### config.mk
export PLATFORM = sky130hd
export DESIGN_NAME = led_pixel_draw_engine
export DESIGN_NICKNAME = d
export VERILOG_FILES = /design/src/hw/rtl/lpde_pkg.sv /design/src/hw/rtl/lpde_ctrl.sv /design/src/hw/rtl/lpde_datapath.sv /design/src/hw/rtl/led_pixel_draw_engine.sv
export SDC_FILE = /design/constraint.sdc
export NUM_CORES = 2
export LEC_CHECK = 0
export BUFFER_PORTS_ARGS = -buffer_cell sky130_fd_sc_hd__buf_2
export CAP_MARGIN = 20
export CORE_UTILIZATION = 48
export DETAILED_ROUTE_END_ITERATION = 8
export GPL_TIMING_DRIVEN = 0
export PLACE_DENSITY = 0.76
export SETUP_SLACK_MARGIN = 0.1
export SYNTH_ARGS = -nofsm -noshare
export SYNTH_HDL_FRONTEND = slang
export SYNTH_SLANG_ARGS = --single-unit
### constraint.sdc
create_clock -name clk -period 18.05 [get_ports clk]
set_input_delay 1.805 -clock clk [delete_from_list [all_inputs] [get_ports clk]]
set_output_delay 1.805 -clock clk [all_outputs]
set_load 0.01 [all_outputs]
### src/hw/rtl/lpde_pkg.sv
// shared types and constants of the led pixel draw engine
// no dependencies; imported by the controller, the datapath and the top level
package lpde_pkg;

    // store geometry
    localparam int LPDE_PIXELS   = 16;
    localparam int LPDE_MAX_EMIT = 16;

    // hsv conversion constants
    localparam logic [8:0]  HUE_LIMIT   = 9'd360;
    localparam logic [5:0]  SECTOR_SPAN = 6'd60;
    localparam logic [14:0] RECIP_60    = 15'd17477;
    localparam int          RECIP_SHIFT = 20;
    localparam logic [7:0]  FULL_SCALE  = 8'd255;

    // operation codes
    typedef enum logic [2:0] {
        OP_CLEAR   = 3'd0,
        OP_SET_RGB = 3'd1,
        OP_ADD_HSV = 3'd2,
        OP_FADE    = 3'd3,
        OP_BAR     = 3'd4,
        OP_EMIT    = 3'd5
    } lpde_op_t;

    // one input transaction
    typedef struct packed {
        logic [2:0] operation;
        logic [3:0] pixel_index;
        logic [7:0] red;
        logic [7:0] green;
        logic [7:0] blue;
        logic [8:0] hue;
        logic [7:0] saturation;
        logic [7:0] value;
        logic [7:0] bar_position;
        logic [3:0] bar_width;
        logic       wrap;
        logic [7:0] fade_amount;
    } lpde_item_t;

    // one result transaction
    typedef struct packed {
        logic [3:0] out_index;
        logic [7:0] out_green;
        logic [7:0] out_red;
        logic [7:0] out_blue;
        logic       last_pixel;
    } lpde_result_t;

    // stored pixel, green first
    typedef struct packed {
        logic [7:0] green;
        logic [7:0] red;
        logic [7:0] blue;
    } lpde_pixel_t;

    // controller to datapath commands
    typedef struct packed {
        logic load;
        logic clear_all;
        logic write_rgb;
        logic hsv_a;
        logic hsv_b;
        logic hsv_c;
        logic hsv_d;
        logic bar_next;
        logic fade_rd;
        logic fade_wr;
        logic emit_rd;
        logic emit_out;
    } lpde_ctl_t;

    // datapath to controller status
    typedef struct packed {
        logic is_bar;
        logic loop_done;
        logic bar_done;
    } lpde_sts_t;

endpackage

### src/hw/rtl/lpde_ctrl.sv
// command sequencer of the led pixel draw engine
// depends on lpde_pkg for the command, status and operation types
module lpde_ctrl (
    input  logic              clk,
    input  logic              rst_n,
    input  logic              start,
    input  logic [2:0]        operation,
    input  lpde_pkg::lpde_sts_t sts,
    output lpde_pkg::lpde_ctl_t ctl,
    output logic              busy
);
    import lpde_pkg::*;

    typedef enum logic [3:0] {
        S_IDLE,
        S_HSV_A,
        S_HSV_B,
        S_HSV_C,
        S_HSV_D,
        S_FADE_RD,
        S_FADE_WR,
        S_EMIT_RD,
        S_EMIT_OUT
    } state_t;

    state_t state_reg;
    state_t state_next;
    logic   busy_reg;

    // next state and command decode
    always_comb
    begin
        state_next = state_reg;
        ctl        = '0;
        case (state_reg)
            S_IDLE:
            begin
                if (start)
                begin
                    ctl.load = 1'b1;
                    case (operation)
                        OP_CLEAR:   ctl.clear_all = 1'b1;
                        OP_SET_RGB: ctl.write_rgb = 1'b1;
                        OP_ADD_HSV: state_next = S_HSV_A;
                        OP_BAR:     state_next = S_HSV_A;
                        OP_FADE:    state_next = S_FADE_RD;
                        OP_EMIT:    state_next = S_EMIT_RD;
                        default:    state_next = S_IDLE;
                    endcase
                end
            end
            S_HSV_A:
            begin
                ctl.hsv_a  = 1'b1;
                state_next = S_HSV_B;
            end
            S_HSV_B:
            begin
                ctl.hsv_b  = 1'b1;
                state_next = S_HSV_C;
            end
            S_HSV_C:
            begin
                ctl.hsv_c  = 1'b1;
                state_next = S_HSV_D;
            end
            S_HSV_D:
            begin
                ctl.hsv_d = 1'b1;
                if (sts.is_bar && !sts.bar_done)
                begin
                    ctl.bar_next = 1'b1;
                    state_next   = S_HSV_A;
                end
                else
                begin
                    state_next = S_IDLE;
                end
            end
            S_FADE_RD:
            begin
                if (sts.loop_done)
                begin
                    state_next = S_IDLE;
                end
                else
                begin
                    ctl.fade_rd = 1'b1;
                    state_next  = S_FADE_WR;
                end
            end
            S_FADE_WR:
            begin
                ctl.fade_wr = 1'b1;
                state_next  = S_FADE_RD;
            end
            S_EMIT_RD:
            begin
                if (sts.loop_done)
                begin
                    state_next = S_IDLE;
                end
                else
                begin
                    ctl.emit_rd = 1'b1;
                    state_next  = S_EMIT_OUT;
                end
            end
            S_EMIT_OUT:
            begin
                ctl.emit_out = 1'b1;
                state_next   = S_EMIT_RD;
            end
            default:
            begin
                state_next = S_IDLE;
            end
        endcase
    end

    // state and busy flag
    always_ff @(posedge clk or negedge rst_n)
    begin
        if (!rst_n)
        begin
            state_reg <= S_IDLE;
            busy_reg  <= 1'b0;
        end
        else
        begin
            state_reg <= state_next;
            busy_reg  <= (state_next != S_IDLE);
        end
    end

    assign busy = busy_reg;

endmodule

### src/hw/rtl/lpde_datapath.sv
// frame store, colour pipeline and pixel loop of the led pixel draw engine
// depends on lpde_pkg; driven by lpde_ctrl through lpde_ctl_t
module lpde_datapath #(
    parameter int PIXELS = lpde_pkg::LPDE_PIXELS
) (
    input  logic                 clk,
    input  logic                 rst_n,
    input  lpde_pkg::lpde_ctl_t  ctl,
    output lpde_pkg::lpde_sts_t  sts,
    input  lpde_pkg::lpde_item_t command,
    input  logic [2:0]           brightness_shift,
    input  logic [4:0]           active_pixels,
    output logic                 result_strobe,
    output lpde_pkg::lpde_result_t result
);
    import lpde_pkg::*;

    localparam int IDX_W   = (PIXELS > 1) ? $clog2(PIXELS) : 1;
    localparam int LOOP_W  = (IDX_W > 5) ? IDX_W : 5;
    localparam int CNT_MAX = (PIXELS < LPDE_MAX_EMIT) ? PIXELS : LPDE_MAX_EMIT;

    // frame store and its valid bits
    lpde_pixel_t        store_mem [PIXELS];
    logic [PIXELS-1:0]  valid_reg;
    lpde_pixel_t        rd_data_reg;
    logic               rd_valid_reg;

    // captured transaction and loop counters
    lpde_item_t         cmd_reg;
    logic [LOOP_W-1:0]  loop_reg;
    logic [LOOP_W-1:0]  loop_next;
    logic [3:0]         step_reg;

    // colour pipeline
    logic [7:0]         val_reg;
    logic [7:0]         base_reg;
    logic [2:0]         sector_reg;
    logic [5:0]         part_reg;
    logic               black_reg;
    logic               grey_reg;
    logic [13:0]        up_prod_reg;
    logic [13:0]        dn_prod_reg;
    logic [7:0]         up_reg;
    logic [7:0]         dn_reg;

    // outputs
    lpde_result_t       result_reg;
    logic               strobe_reg;

    // effective count
    logic [4:0]         cnt;
    logic [LOOP_W:0]    loop_inc;
    logic               loop_in_range;
    logic               loop_wraps;

    assign cnt = (active_pixels > 5'(CNT_MAX)) ? 5'(CNT_MAX) : active_pixels;
    assign loop_inc      = (LOOP_W+1)'(loop_reg) + (LOOP_W+1)'(1);
    assign loop_in_range = (loop_reg < LOOP_W'(cnt));
    assign loop_wraps    = (loop_inc == (LOOP_W+1)'(cnt));

    // status toward the controller
    assign sts.is_bar    = (cmd_reg.operation == OP_BAR);
    assign sts.loop_done = !loop_in_range;
    assign sts.bar_done  = (step_reg == cmd_reg.bar_width) || (!cmd_reg.wrap && loop_wraps);

    // stored pixel as read, invalid entries read as black
    lpde_pixel_t cur_pix;
    assign cur_pix = rd_valid_reg ? rd_data_reg : '0;

    // colour inputs for the first stage
    logic [7:0] hsv_val;
    logic [7:0] hsv_sat;
    logic [3:0] frac;
    logic [7:0] frac_scaled;
    logic [15:0] base_prod;
    logic [2:0] sector;
    logic [8:0] part_full;

    assign frac        = cmd_reg.bar_position[3:0];
    assign frac_scaled = {frac, 4'b0000};

    always_comb
    begin
        if (sts.is_bar)
        begin
            hsv_sat = FULL_SCALE;
            if (step_reg == 4'd0)
            begin
                hsv_val = FULL_SCALE - frac_scaled;
            end
            else if (step_reg == cmd_reg.bar_width)
            begin
                hsv_val = frac_scaled;
            end
            else
            begin
                hsv_val = FULL_SCALE;
            end
        end
        else
        begin
            hsv_sat = cmd_reg.saturation;
            hsv_val = cmd_reg.value;
        end
    end

    assign base_prod = 16'(FULL_SCALE - hsv_sat) * 16'(hsv_val);

    // hue sector and position inside it
    always_comb
    begin
        if (cmd_reg.hue < 9'd60)
        begin
            sector    = 3'd0;
            part_full = cmd_reg.hue;
        end
        else if (cmd_reg.hue < 9'd120)
        begin
            sector    = 3'd1;
            part_full = cmd_reg.hue - 9'd60;
        end
        else if (cmd_reg.hue < 9'd180)
        begin
            sector    = 3'd2;
            part_full = cmd_reg.hue - 9'd120;
        end
        else if (cmd_reg.hue < 9'd240)
        begin
            sector    = 3'd3;
            part_full = cmd_reg.hue - 9'd180;
        end
        else if (cmd_reg.hue < 9'd300)
        begin
            sector    = 3'd4;
            part_full = cmd_reg.hue - 9'd240;
        end
        else
        begin
            sector    = 3'd5;
            part_full = cmd_reg.hue - 9'd300;
        end
    end

    // second stage operands
    logic [7:0]  span;
    logic [5:0]  part_rev;
    assign span     = val_reg - base_reg;
    assign part_rev = SECTOR_SPAN - part_reg;

    // third stage: divide by sixty through the reciprocal
    logic [28:0] up_quot;
    logic [28:0] dn_quot;
    assign up_quot = 29'(up_prod_reg) * 29'(RECIP_60);
    assign dn_quot = 29'(dn_prod_reg) * 29'(RECIP_60);

    // fourth stage: channel select, saturating add and shift
    logic [7:0]  hsv_r;
    logic [7:0]  hsv_g;
    logic [7:0]  hsv_b;
    lpde_pixel_t hsv_pix;

    always_comb
    begin
        hsv_r = '0;
        hsv_g = '0;
        hsv_b = '0;
        if (black_reg)
        begin
            hsv_r = '0;
        end
        else if (grey_reg)
        begin
            hsv_r = val_reg;
            hsv_g = val_reg;
            hsv_b = val_reg;
        end
        else
        begin
            case (sector_reg)
                3'd0:
                begin
                    hsv_r = val_reg;  hsv_g = up_reg;   hsv_b = base_reg;
                end
                3'd1:
                begin
                    hsv_r = dn_reg;   hsv_g = val_reg;  hsv_b = base_reg;
                end
                3'd2:
                begin
                    hsv_r = base_reg; hsv_g = val_reg;  hsv_b = up_reg;
                end
                3'd3:
                begin
                    hsv_r = base_reg; hsv_g = dn_reg;   hsv_b = val_reg;
                end
                3'd4:
                begin
                    hsv_r = up_reg;   hsv_g = base_reg; hsv_b = val_reg;
                end
                default:
                begin
                    hsv_r = val_reg;  hsv_g = base_reg; hsv_b = dn_reg;
                end
            endcase
        end
    end

    function automatic logic [7:0] sat_add(input logic [7:0] a, input logic [7:0] b);
        logic [8:0] sum;
        sum = {1'b0, a} + {1'b0, b};
        return sum[8] ? 8'hFF : sum[7:0];
    endfunction

    function automatic logic [7:0] sat_sub(input logic [7:0] a, input logic [7:0] b);
        return (a > b) ? (a - b) : 8'd0;
    endfunction

    assign hsv_pix.green = sat_add(cur_pix.green, hsv_g) >> brightness_shift;
    assign hsv_pix.red   = sat_add(cur_pix.red, hsv_r) >> brightness_shift;
    assign hsv_pix.blue  = sat_add(cur_pix.blue, hsv_b) >> brightness_shift;

    // fade of the pixel just read
    lpde_pixel_t fade_pix;
    assign fade_pix.green = sat_sub(cur_pix.green, cmd_reg.fade_amount);
    assign fade_pix.red   = sat_sub(cur_pix.red, cmd_reg.fade_amount);
    assign fade_pix.blue  = sat_sub(cur_pix.blue, cmd_reg.fade_amount);

    // direct write from the incoming transaction
    lpde_pixel_t       set_pix;
    logic [LOOP_W-1:0] set_idx;
    logic              set_in_range;
    assign set_pix.green = command.green >> brightness_shift;
    assign set_pix.red   = command.red >> brightness_shift;
    assign set_pix.blue  = command.blue >> brightness_shift;
    assign set_idx       = LOOP_W'(command.pixel_index);
    assign set_in_range  = ({1'b0, command.pixel_index} < cnt);

    // store write port
    logic              wr_en;
    logic [IDX_W-1:0]  wr_addr;
    lpde_pixel_t       wr_data;
    logic              rd_en;
    logic [IDX_W-1:0]  rd_addr;

    always_comb
    begin
        wr_en   = 1'b0;
        wr_addr = loop_reg[IDX_W-1:0];
        wr_data = hsv_pix;
        if (ctl.write_rgb)
        begin
            wr_en   = set_in_range;
            wr_addr = set_idx[IDX_W-1:0];
            wr_data = set_pix;
        end
        else if (ctl.hsv_d)
        begin
            wr_en = loop_in_range;
        end
        else if (ctl.fade_wr)
        begin
            wr_en   = 1'b1;
            wr_data = fade_pix;
        end
    end

    assign rd_en   = ctl.hsv_a || ctl.fade_rd || ctl.emit_rd;
    assign rd_addr = loop_reg[IDX_W-1:0];

    // frame store memory
    always_ff @(posedge clk)
    begin
        if (wr_en)
        begin
            store_mem[wr_addr] <= wr_data;
        end
        if (rd_en)
        begin
            rd_data_reg <= store_mem[rd_addr];
        end
    end

    // valid bits and registered read of them
    always_ff @(posedge clk or negedge rst_n)
    begin
        if (!rst_n)
        begin
            valid_reg    <= '0;
            rd_valid_reg <= 1'b0;
        end
        else
        begin
            if (ctl.clear_all)
            begin
                valid_reg <= '0;
            end
            else if (wr_en)
            begin
                valid_reg[wr_addr] <= 1'b1;
            end
            if (rd_en)
            begin
                rd_valid_reg <= valid_reg[rd_addr];
            end
        end
    end

    // loop counter next value
    always_comb
    begin
        loop_next = loop_reg;
        if (ctl.load)
        begin
            if (command.operation == OP_BAR)
            begin
                loop_next = LOOP_W'(command.bar_position[7:4]);
            end
            else if (command.operation == OP_ADD_HSV)
            begin
                loop_next = LOOP_W'(command.pixel_index);
            end
            else
            begin
                loop_next = '0;
            end
        end
        else if (ctl.bar_next)
        begin
            loop_next = loop_wraps ? '0 : loop_inc[LOOP_W-1:0];
        end
        else if (ctl.fade_wr || ctl.emit_out)
        begin
            loop_next = loop_inc[LOOP_W-1:0];
        end
    end

    // transaction capture, counters and colour pipeline
    always_ff @(posedge clk)
    begin
        loop_reg <= loop_next;
        if (ctl.load)
        begin
            cmd_reg  <= command;
            step_reg <= '0;
        end
        else if (ctl.bar_next)
        begin
            step_reg <= step_reg + 4'd1;
        end
        if (ctl.hsv_a)
        begin
            val_reg    <= hsv_val;
            base_reg   <= base_prod[15:8];
            sector_reg <= sector;
            part_reg   <= part_full[5:0];
            black_reg  <= (cmd_reg.hue >= HUE_LIMIT);
            grey_reg   <= (hsv_sat == 8'd0);
        end
        if (ctl.hsv_b)
        begin
            up_prod_reg <= 14'(span) * 14'(part_reg);
            dn_prod_reg <= 14'(span) * 14'(part_rev);
        end
        if (ctl.hsv_c)
        begin
            up_reg <= up_quot[RECIP_SHIFT+7:RECIP_SHIFT] + base_reg;
            dn_reg <= dn_quot[RECIP_SHIFT+7:RECIP_SHIFT] + base_reg;
        end
        if (ctl.emit_out)
        begin
            result_reg.out_index  <= loop_reg[3:0];
            result_reg.out_green  <= cur_pix.green;
            result_reg.out_red    <= cur_pix.red;
            result_reg.out_blue   <= cur_pix.blue;
            result_reg.last_pixel <= loop_wraps;
        end
    end

    // result strobe
    always_ff @(posedge clk or negedge rst_n)
    begin
        if (!rst_n)
        begin
            strobe_reg <= 1'b0;
        end
        else
        begin
            strobe_reg <= ctl.emit_out;
        end
    end

    assign result_strobe = strobe_reg;
    assign result        = result_reg;

endmodule

### src/hw/rtl/led_pixel_draw_engine.sv
// top level of the led pixel draw engine: configuration registers and wiring
// depends on lpde_pkg, lpde_ctrl and lpde_datapath
//
// A command is taken when start is high and busy is low; busy stays high until
// the command has finished. Clear and set_rgb leave busy low. Add_hsv takes the
// command and then runs the colour pipeline steps in order: base product, ramp
// products, divide by sixty, add and write. A bar runs each drawn pixel through
// the same pipeline, one pixel after the other. Fade reads and then writes back
// each active pixel in turn. Emit gives one result per active pixel, in pixel
// order with last_pixel on the final one. Each result is shown on result for
// one cycle with result_strobe high; the receiver cannot stall it, so it must
// take every result in that cycle. Registers sit at byte addresses 0
// (brightness_shift) and 4 (active_pixels); write them only while busy is low.
module led_pixel_draw_engine #(
    parameter int PIXELS = lpde_pkg::LPDE_PIXELS
) (
    input  logic                   clk,
    input  logic                   rst_n,
    input  logic                   start,
    output logic                   busy,
    input  lpde_pkg::lpde_item_t   command,
    output logic                   result_strobe,
    output lpde_pkg::lpde_result_t result,
    input  logic                   psel,
    input  logic                   penable,
    input  logic                   pwrite,
    input  logic [2:0]             paddr,
    input  logic [31:0]            pwdata,
    output logic [31:0]            prdata,
    output logic                   pready
);
    import lpde_pkg::*;

    localparam logic REG_BRIGHTNESS = 1'b0;
    localparam logic REG_ACTIVE     = 1'b1;

    logic [2:0] brightness_shift_reg;
    logic [4:0] active_pixels_reg;
    logic       cfg_write;
    lpde_ctl_t  ctl;
    lpde_sts_t  sts;

    assign pready    = 1'b1;
    assign cfg_write = psel && penable && pwrite && pready;

    // configuration registers
    always_ff @(posedge clk or negedge rst_n)
    begin
        if (!rst_n)
        begin
            brightness_shift_reg <= 3'd0;
            active_pixels_reg    <= 5'd16;
        end
        else if (cfg_write)
        begin
            case (paddr[2])
                REG_BRIGHTNESS: brightness_shift_reg <= pwdata[2:0];
                REG_ACTIVE:     active_pixels_reg    <= pwdata[4:0];
                default:        brightness_shift_reg <= brightness_shift_reg;
            endcase
        end
    end

    // register read back
    always_comb
    begin
        case (paddr[2])
            REG_BRIGHTNESS: prdata = {29'd0, brightness_shift_reg};
            REG_ACTIVE:     prdata = {27'd0, active_pixels_reg};
            default:        prdata = '0;
        endcase
    end

    // command sequencer
    lpde_ctrl u_ctrl (
        .clk       (clk),
        .rst_n     (rst_n),
        .start     (start),
        .operation (command.operation),
        .sts       (sts),
        .ctl       (ctl),
        .busy      (busy)
    );

    // store and colour datapath
    lpde_datapath #(
        .PIXELS (PIXELS)
    ) u_datapath (
        .clk              (clk),
        .rst_n            (rst_n),
        .ctl              (ctl),
        .sts              (sts),
        .command          (command),
        .brightness_shift (brightness_shift_reg),
        .active_pixels    (active_pixels_reg),
        .result_strobe    (result_strobe),
        .result           (result)
    );

endmodule

=== Yosys cells after proc, flatten, opt, wreduce, memory -nomap -nowiden ===
Memory sizes are Yosys's and may differ from the RTL's. A register that Yosys moved wholly into a read port is not among the register bits.
Cells that the tools add are included.

* Register bits after elaboration: 185
* Memory bits (writable): 384
* Input port bits: 118
* Output and inout bits: 64
* Word-level logic and storage cells: 203
* Memories kept: 1

{| class="wikitable"
|+ Memories
! name !! depth !! width !! rd ports !! clocked after memory_dff !! wr ports !! line !! RTL
|-
| u_datapath.store_mem || 16 || 24 || 1 || 1 || 1 || lpde_datapath.sv:23 || <nowiki>lpde_pixel_t store_mem [PIXELS];</nowiki>
|}

* Add/sub/neg operators: 19
* $mul: 5
* Magnitude comparators: 15
* Eq/ne operators: 20
* Shifts and indexed selects: 6
* Multiplexer cells: 72
* Bitwise operators: 2
* Reduce and logical (&&, ||, !) cells: 29

{| class="wikitable"
|+ Operators by type and width
! operator !! count
|-
| two-way mux 8 bit || 16
|-
| two-way mux 24 bit || 4
|-
| one-hot mux 8 bit (3 select lines) || 3
|-
| one-hot mux 32 bit (2 select lines) || 1
|-
| multiplier 14 x 15 -> 28 bit (second input constant) || 2
|-
| >> shifter 8 x 3 -> 8 bit || 6
|-
| one-hot mux 4 bit (9 select lines) || 1
|-
| two-way mux 16 bit || 2
|-
| subtractor 8 bit || 4
|-
| two-way mux 5 bit || 6
|-
| two-way mux 6 bit || 5
|-
| subtractor 6 bit (second input constant) || 5
|-
| multiplier 8 x 6 -> 14 bit || 2
|-
| adder 8 x 8 -> 9 bit || 3
|-
| > comparator 8 bit || 3
|-
| two-way mux 1 bit || 21
|-
| < comparator 9 x 8 -> 1 bit (second input constant) || 2
|-
| adder 8 bit || 2
|-
| == test 4 x 3 -> 1 bit (second input constant) || 4
|-
| multiplier 16 x 8 -> 16 bit || 1
|-
| two-way mux 4 bit || 4
|-
| OR 16 bit || 1
|-
| one-hot mux 4 bit (4 select lines) || 1
|-
| OR reduction 2 bit || 7
|-
| 38 further kinds || 62
|}

=== Logic depth before layout (Yosys ltp) ===
* Depth after elaboration: 13
* Depth in mapped cells: 24
* Gate-level depth less buffers: 23

=== Cells and area by module ===
A second synthesis with hierarchy kept.

* Cells, all modules: 2898
* Area, all modules: 37021.8 um^2

{| class="wikitable"
|+ Modules (own cells, without submodules)
! module !! times used !! cells an instance !! area each (um^2) !! sequential area each (um^2)
|-
| lpde_datapath || 1 || 2800 || 36034.6 || 17256.6
|-
| led_pixel_draw_engine || 1 || 53 || 603.1 || 201.4
|-
| lpde_ctrl || 1 || 45 || 384.1 || 125.1
|}

=== Least setup slack after synthesis ===
Ideal clock, no wire load.

* Path type: register -> register
* Start: register u_datapath.up_prod_reg[11]
* End: register u_datapath.up_reg[7], data pin
* Library setup time: 260 ps
* Data arrival time: 5386 ps
* Required time: 17790 ps
* Path slack: 12404 ps
* Stages on the path, launching flop included: 21
* Path through: edfxtp_1 ha_1 fa_1 fa_1 fa_1 fa_1 ha_1 and4_1 o211ai_1 a31o_1 a31oi_1 o21a_1 nor2_1 xnor2_1 ha_1 a21o_1 a21oi_1 o21ai_0 o41ai_1 xnor2_1 xnor2_1

* Cells in the longest elaborated chain, start to end: 2

{| class="wikitable"
|+ RTL lines
! what !! line !! RTL
|-
| start, declared || lpde_datapath.sv:41 || <nowiki>logic [13:0] up_prod_reg;</nowiki>
|-
| start signal, assigned || lpde_datapath.sv:361 || <nowiki>up_prod_reg <= 14'(span) * 14'(part_reg);</nowiki>
|-
| multiplier 14 x 15 -> 28 bit || lpde_datapath.sv:153 || <nowiki>assign up_quot = 29'(up_prod_reg) * 29'(RECIP_60);</nowiki>
|-
| adder 8 bit || lpde_datapath.sv:366 || <nowiki>up_reg <= up_quot[RECIP_SHIFT+7:RECIP_SHIFT] + base_reg;</nowiki>
|-
| end signal, assigned || lpde_datapath.sv:366 ||
|-
| end, declared || lpde_datapath.sv:43 || <nowiki>logic [7:0] up_reg;</nowiki>
|}

Every way passes these cells.
A chain may end at the register's enable or synchronous reset.

=== Worst setup path after layout ===
* Start: register u_datapath.base_reg[1]
* End: register u_datapath.dn_prod_reg[13], data pin

* Cells in the longest elaborated chain, start to end: 2

{| class="wikitable"
|+ RTL lines
! what !! line !! RTL
|-
| start, declared || lpde_datapath.sv:36 || <nowiki>logic [7:0] base_reg;</nowiki>
|-
| start signal, assigned || lpde_datapath.sv:353 || <nowiki>base_reg <= base_prod[15:8];</nowiki>
|-
| subtractor 8 bit || lpde_datapath.sv:147 || <nowiki>assign span = val_reg - base_reg;</nowiki>
|-
| multiplier 8 x 6 -> 14 bit || lpde_datapath.sv:362 || <nowiki>dn_prod_reg <= 14'(span) * 14'(part_rev);</nowiki>
|-
| end signal, assigned || lpde_datapath.sv:362 ||
|-
| end, declared || lpde_datapath.sv:42 || <nowiki>logic [13:0] dn_prod_reg;</nowiki>
|}

Every way passes these cells.

==> qor.csv <==
stage,metric,value,unit
worst_hold_path,worstHoldStart,u_datapath.cmd_reg[37]$_DFFE_PP_,
synthesis,synth_ff_type,edfxtp_1,
setup_path,criticalPathCategory,reg -> reg,
grt,grt_usage,26.6,%
cts,clockBufferDepth,3,
sta,finClkSkew,0.0720,ns
setup_path,slowest_delay,0.66,ns
job,cap_violations,0,
synthesis,synth_top_area_share,44.5,%
grt,grt.overflow.total,0,
sta,setup_viol,0,
grt,antenna_found_initial,4,
setup_path,reg2reg_setup_slack,11.27,ns
sta,finalHoldViolCount,0,
detailed_routing,wl,106000,microns
detailed_routing,drc,0,
placed_design,dp_hpwl,75300,microns
grt,grt_max_degree,55,
cts,post-cts-setup-buffers,0,
die,fp-row-count,102,
synthesis,synth-edff-count,557,
synthesis,synth-warning-count,0,
sta,timing.final.crit_share,37.5,%
detailed_routing,detail_route.vias_per_cell,6.11,
layout,utilization,54.9,%
cts,cts.sinks,592,
layout,synthToLayoutAreaGrowth,13.0,%
placed_design,port_buffers,123,
synthesis,yosys.area.top_type,edfxtp_1,
setup_path,r2r-start,u_datapath.base_reg[1]$_DFFE_PP_,
grt,met3_usage,4.81,%
die,dieArea,79500,sq um
placed_design,dpl.cell_count,4179,
synthesis,async_flop_share,5.24,%
setup_path,required,18.42,ns
worst_hold_path,hold_path_depth,0,
setup_path,arrival,7.15,ns
synthesis,synth_cell_types,99,
layout,drive_gt1_share,16.0,%
cts,cts_resized,0,
grt,grt_pass1_vias,25900,
die,die_w,282,microns
layout,multiInputGateArea,18700,sq um
layout,ff_latch_area,17600,sq um
cts,htree_num_levels,2,
cts,cts_inserted_buffers,60,
placed_design,placed_cell_area,40400,sq um
cts,root_buffer,clkbuf_16,
synthesis,synth_seq_cells,592,
setup_path,worstReg2RegEnd,u_datapath.dn_prod_reg[13]$_DFFE_PP_,
grt,grt-busiest-layer,met2,
worst_hold_path,worst_hold_path.endpoint,u_datapath.part_reg[0]$_DFFE_PP_,
placed_design,place.gp.congestion,0.969,
cts,clkTransAtPathRegs,0.06,ns
setup_path,cp_max_fo,10,
synthesis,synth.top_cells.by_area,"edfxtp_1 (44%), ha_1 (11%), mux4_2 (7.8%)",
run_status,run_status,finished clean,
setup_path,crit_slowest_cell,edfxtp_1,
die,ios,182,
detailed_routing,wl_per_cell,24.6,microns
grt,grt_first_pass_wirelength,157000,microns
detailed_routing,drt_iter0_markers,2791,
detailed_routing,first_pass_iters,6,
synthesis,yosysSeqAreaShare,46.8,%
detailed_routing,vias,26200,
grt,grt_util_met1,34.1,%
setup_path,worst_setup_path_start_kind,flip-flop,
cts,ctsHoldBuffers,0,
setup_path,crit_chain,inv_1 -> ha_1 -> nor2b_1 -> o21ai_0 -> a21boi_0 -> o21ai_0 -> nor2b_1 -> xnor2_1 -> clkbuf_1 -> nand2_1 -> fa_1 -> fa_1 -> inv_1 -> fa_1 -> ha_1 -> a21o_1 -> a21oi_1 -> nor2b_1 -> o21a_1 -> o41ai_2 -> or4b_1 -> o311ai_0,
layout,fin_area,42500,sq um
sta,fin_setup_tns,0,ns
die,core_area,77500,sq um
sta,slew_violations,0,
synthesis,netlist_area,37600,sq um
detailed_routing,ant_nets,0,
cts,insertion_delay,0.70,ns
die,die_h,282,microns
setup_path,critPathCaptureType,flip-flop,
setup_path,worstRegToRegCells,22,
worst_hold_path,hp-class,reg -> reg,
setup_path,path_buf_inv,3,
layout,fillers,6263,
synthesis,netlist_instances,2949,
synthesis,synth_area_per_cell,12.8,sq um
die,start_util,48.5,%
layout,largest_reg_flops,384,
sta,rsz0062_at_grt,false,
layout,final_net_count,3787,
sta,fmax,0.148,GHz
sta,period_needed,6.78,ns
sta,tightestPinTransition,1.25,ns
setup_path,crit_family,adder cells,
layout,layoutNonFillerInstCount,4296,
cts,cts_tree,done,
grt,grt.met2_usage,44.2,%
sta,slew_headroom,16.4,%
-- kinds of logic after synthesis --
| logic type | count (synthesis) | share of synthesized area, % |
|---|---|---|
| AOI/OAI and AO/OA | 517 | 9.63 |
| adders and majority gates | 466 | 18.2 |
| muxes | 181 | 9.24 |
| DFF | 592 | 46.8 |
| xor gates and xnor gates | 102 | 2.41 |
| other | 2 | 0.0200 |
| and+or+nand+nor | 692 | 9.41 |
| buffers and inverters | 397 | 4.35 |
-- how the worst max path moves through the flow --
| stage | end | cells past startpoint | startpoint |
|---|---|---|---|
| after global placement | u_datapath.loop_reg[1]$_DFFE_PP_ | 4 | u_ctrl.state_reg[3]$_DFF_PN0_ |
| after floorplan | u_datapath.up_reg[7]$_DFFE_PP_ | 20 | u_datapath.up_prod_reg[11]$_DFFE_PP_ |
| after global routing | u_datapath.dn_prod_reg[13]$_DFFE_PP_ | 22 | u_datapath.base_reg[1]$_DFFE_PP_ |
| after detailed placement | u_datapath.dn_prod_reg[13]$_DFFE_PP_ | 22 | u_datapath.base_reg[1]$_DFFE_PP_ |
| final | u_datapath.dn_prod_reg[13]$_DFFE_PP_ | 22 | u_datapath.base_reg[1]$_DFFE_PP_ |
| after CTS | u_datapath.dn_prod_reg[13]$_DFFE_PP_ | 22 | u_datapath.base_reg[1]$_DFFE_PP_ |
-- synth_stat cells (7+ instances only) --
cell type,count
buf_2,25
o21ai_0,74
mux2i_1,31
o311ai_0,11
a211oi_1,56
nand3_1,29
a31oi_1,19
o21ai_1,13
or3_1,9
nor2_1,163
clkbuf_1,85
nor2b_1,49
nand4_1,12
a21oi_1,108
nand2b_1,31
buf_1,16
o31ai_1,14
o41ai_1,7
a22o_1,9
nor3_1,53
ha_1,332
and2_1,97
or2_2,10
dfrtp_1,30
buf_4,30
inv_1,240
a311oi_1,8
o21bai_1,8
o211ai_1,11
fa_1,134
a22oi_1,20
xor2_1,26
a221oi_1,9
nor4_1,16
a21o_1,36
mux2_2,19
nand3b_1,12
o21a_1,31
mux4_2,131
and3_1,9
or4_1,8
xnor2_1,75
nand2_1,162
o22ai_1,10
edfxtp_1,557
-- cells in the final DEF, fill, tap and decap left out, types with 36 or more instances in the layout --
master,count
edfxtp_1,557
ha_1,332
inv_1,240
nand2_1,162
nor2_1,149
buf_2,148
fa_1,134
mux4_2,131
a21oi_1,105
and2_1,97
clkbuf_1,94
xnor2_1,75
o21ai_0,70
clkbuf_16,60
a211oi_1,56
nor3_1,51
nor2b_1,49
buf_4,49
a21o_1,36
-- layout make-up --
type,instances,area share (%)
clock buffer,69,3.61
sequential,592,41.4
buffer,156,1.72
timing repair buffer,166,2.94
multi-input combinational,1986,43.9
tap,1040,3.06
clock inverter,44,1.22
inverter,241,2.13
antenna,2,0.0118
-- through the flow --
| stage | setup slack [ns] | hold slack (ns) |
|---|---|---|
| final | 11.27 | 0.461 |
| after global routing | 10.81 | 0.473 |
| after CTS | 11.25 | 0.466 |
| after detailed placement | 11.30 | 0.444 |
| after global placement | 10.55 | 0.449 |
| after floorplan | 12.40 | 0.428 |
-- routing by layer --
layer | part of all wire, % | up-vias
li1 | - | 11500
met1 | 38 | 12900
met2 | 48 | 1562
met3 | 9.2 | 338
met4 | 4.4 | 2
met5 | 0.012 | -
Power is not shown: default switching activity piles up to over one toggle a cycle in this logic, so the estimate is an artifact.
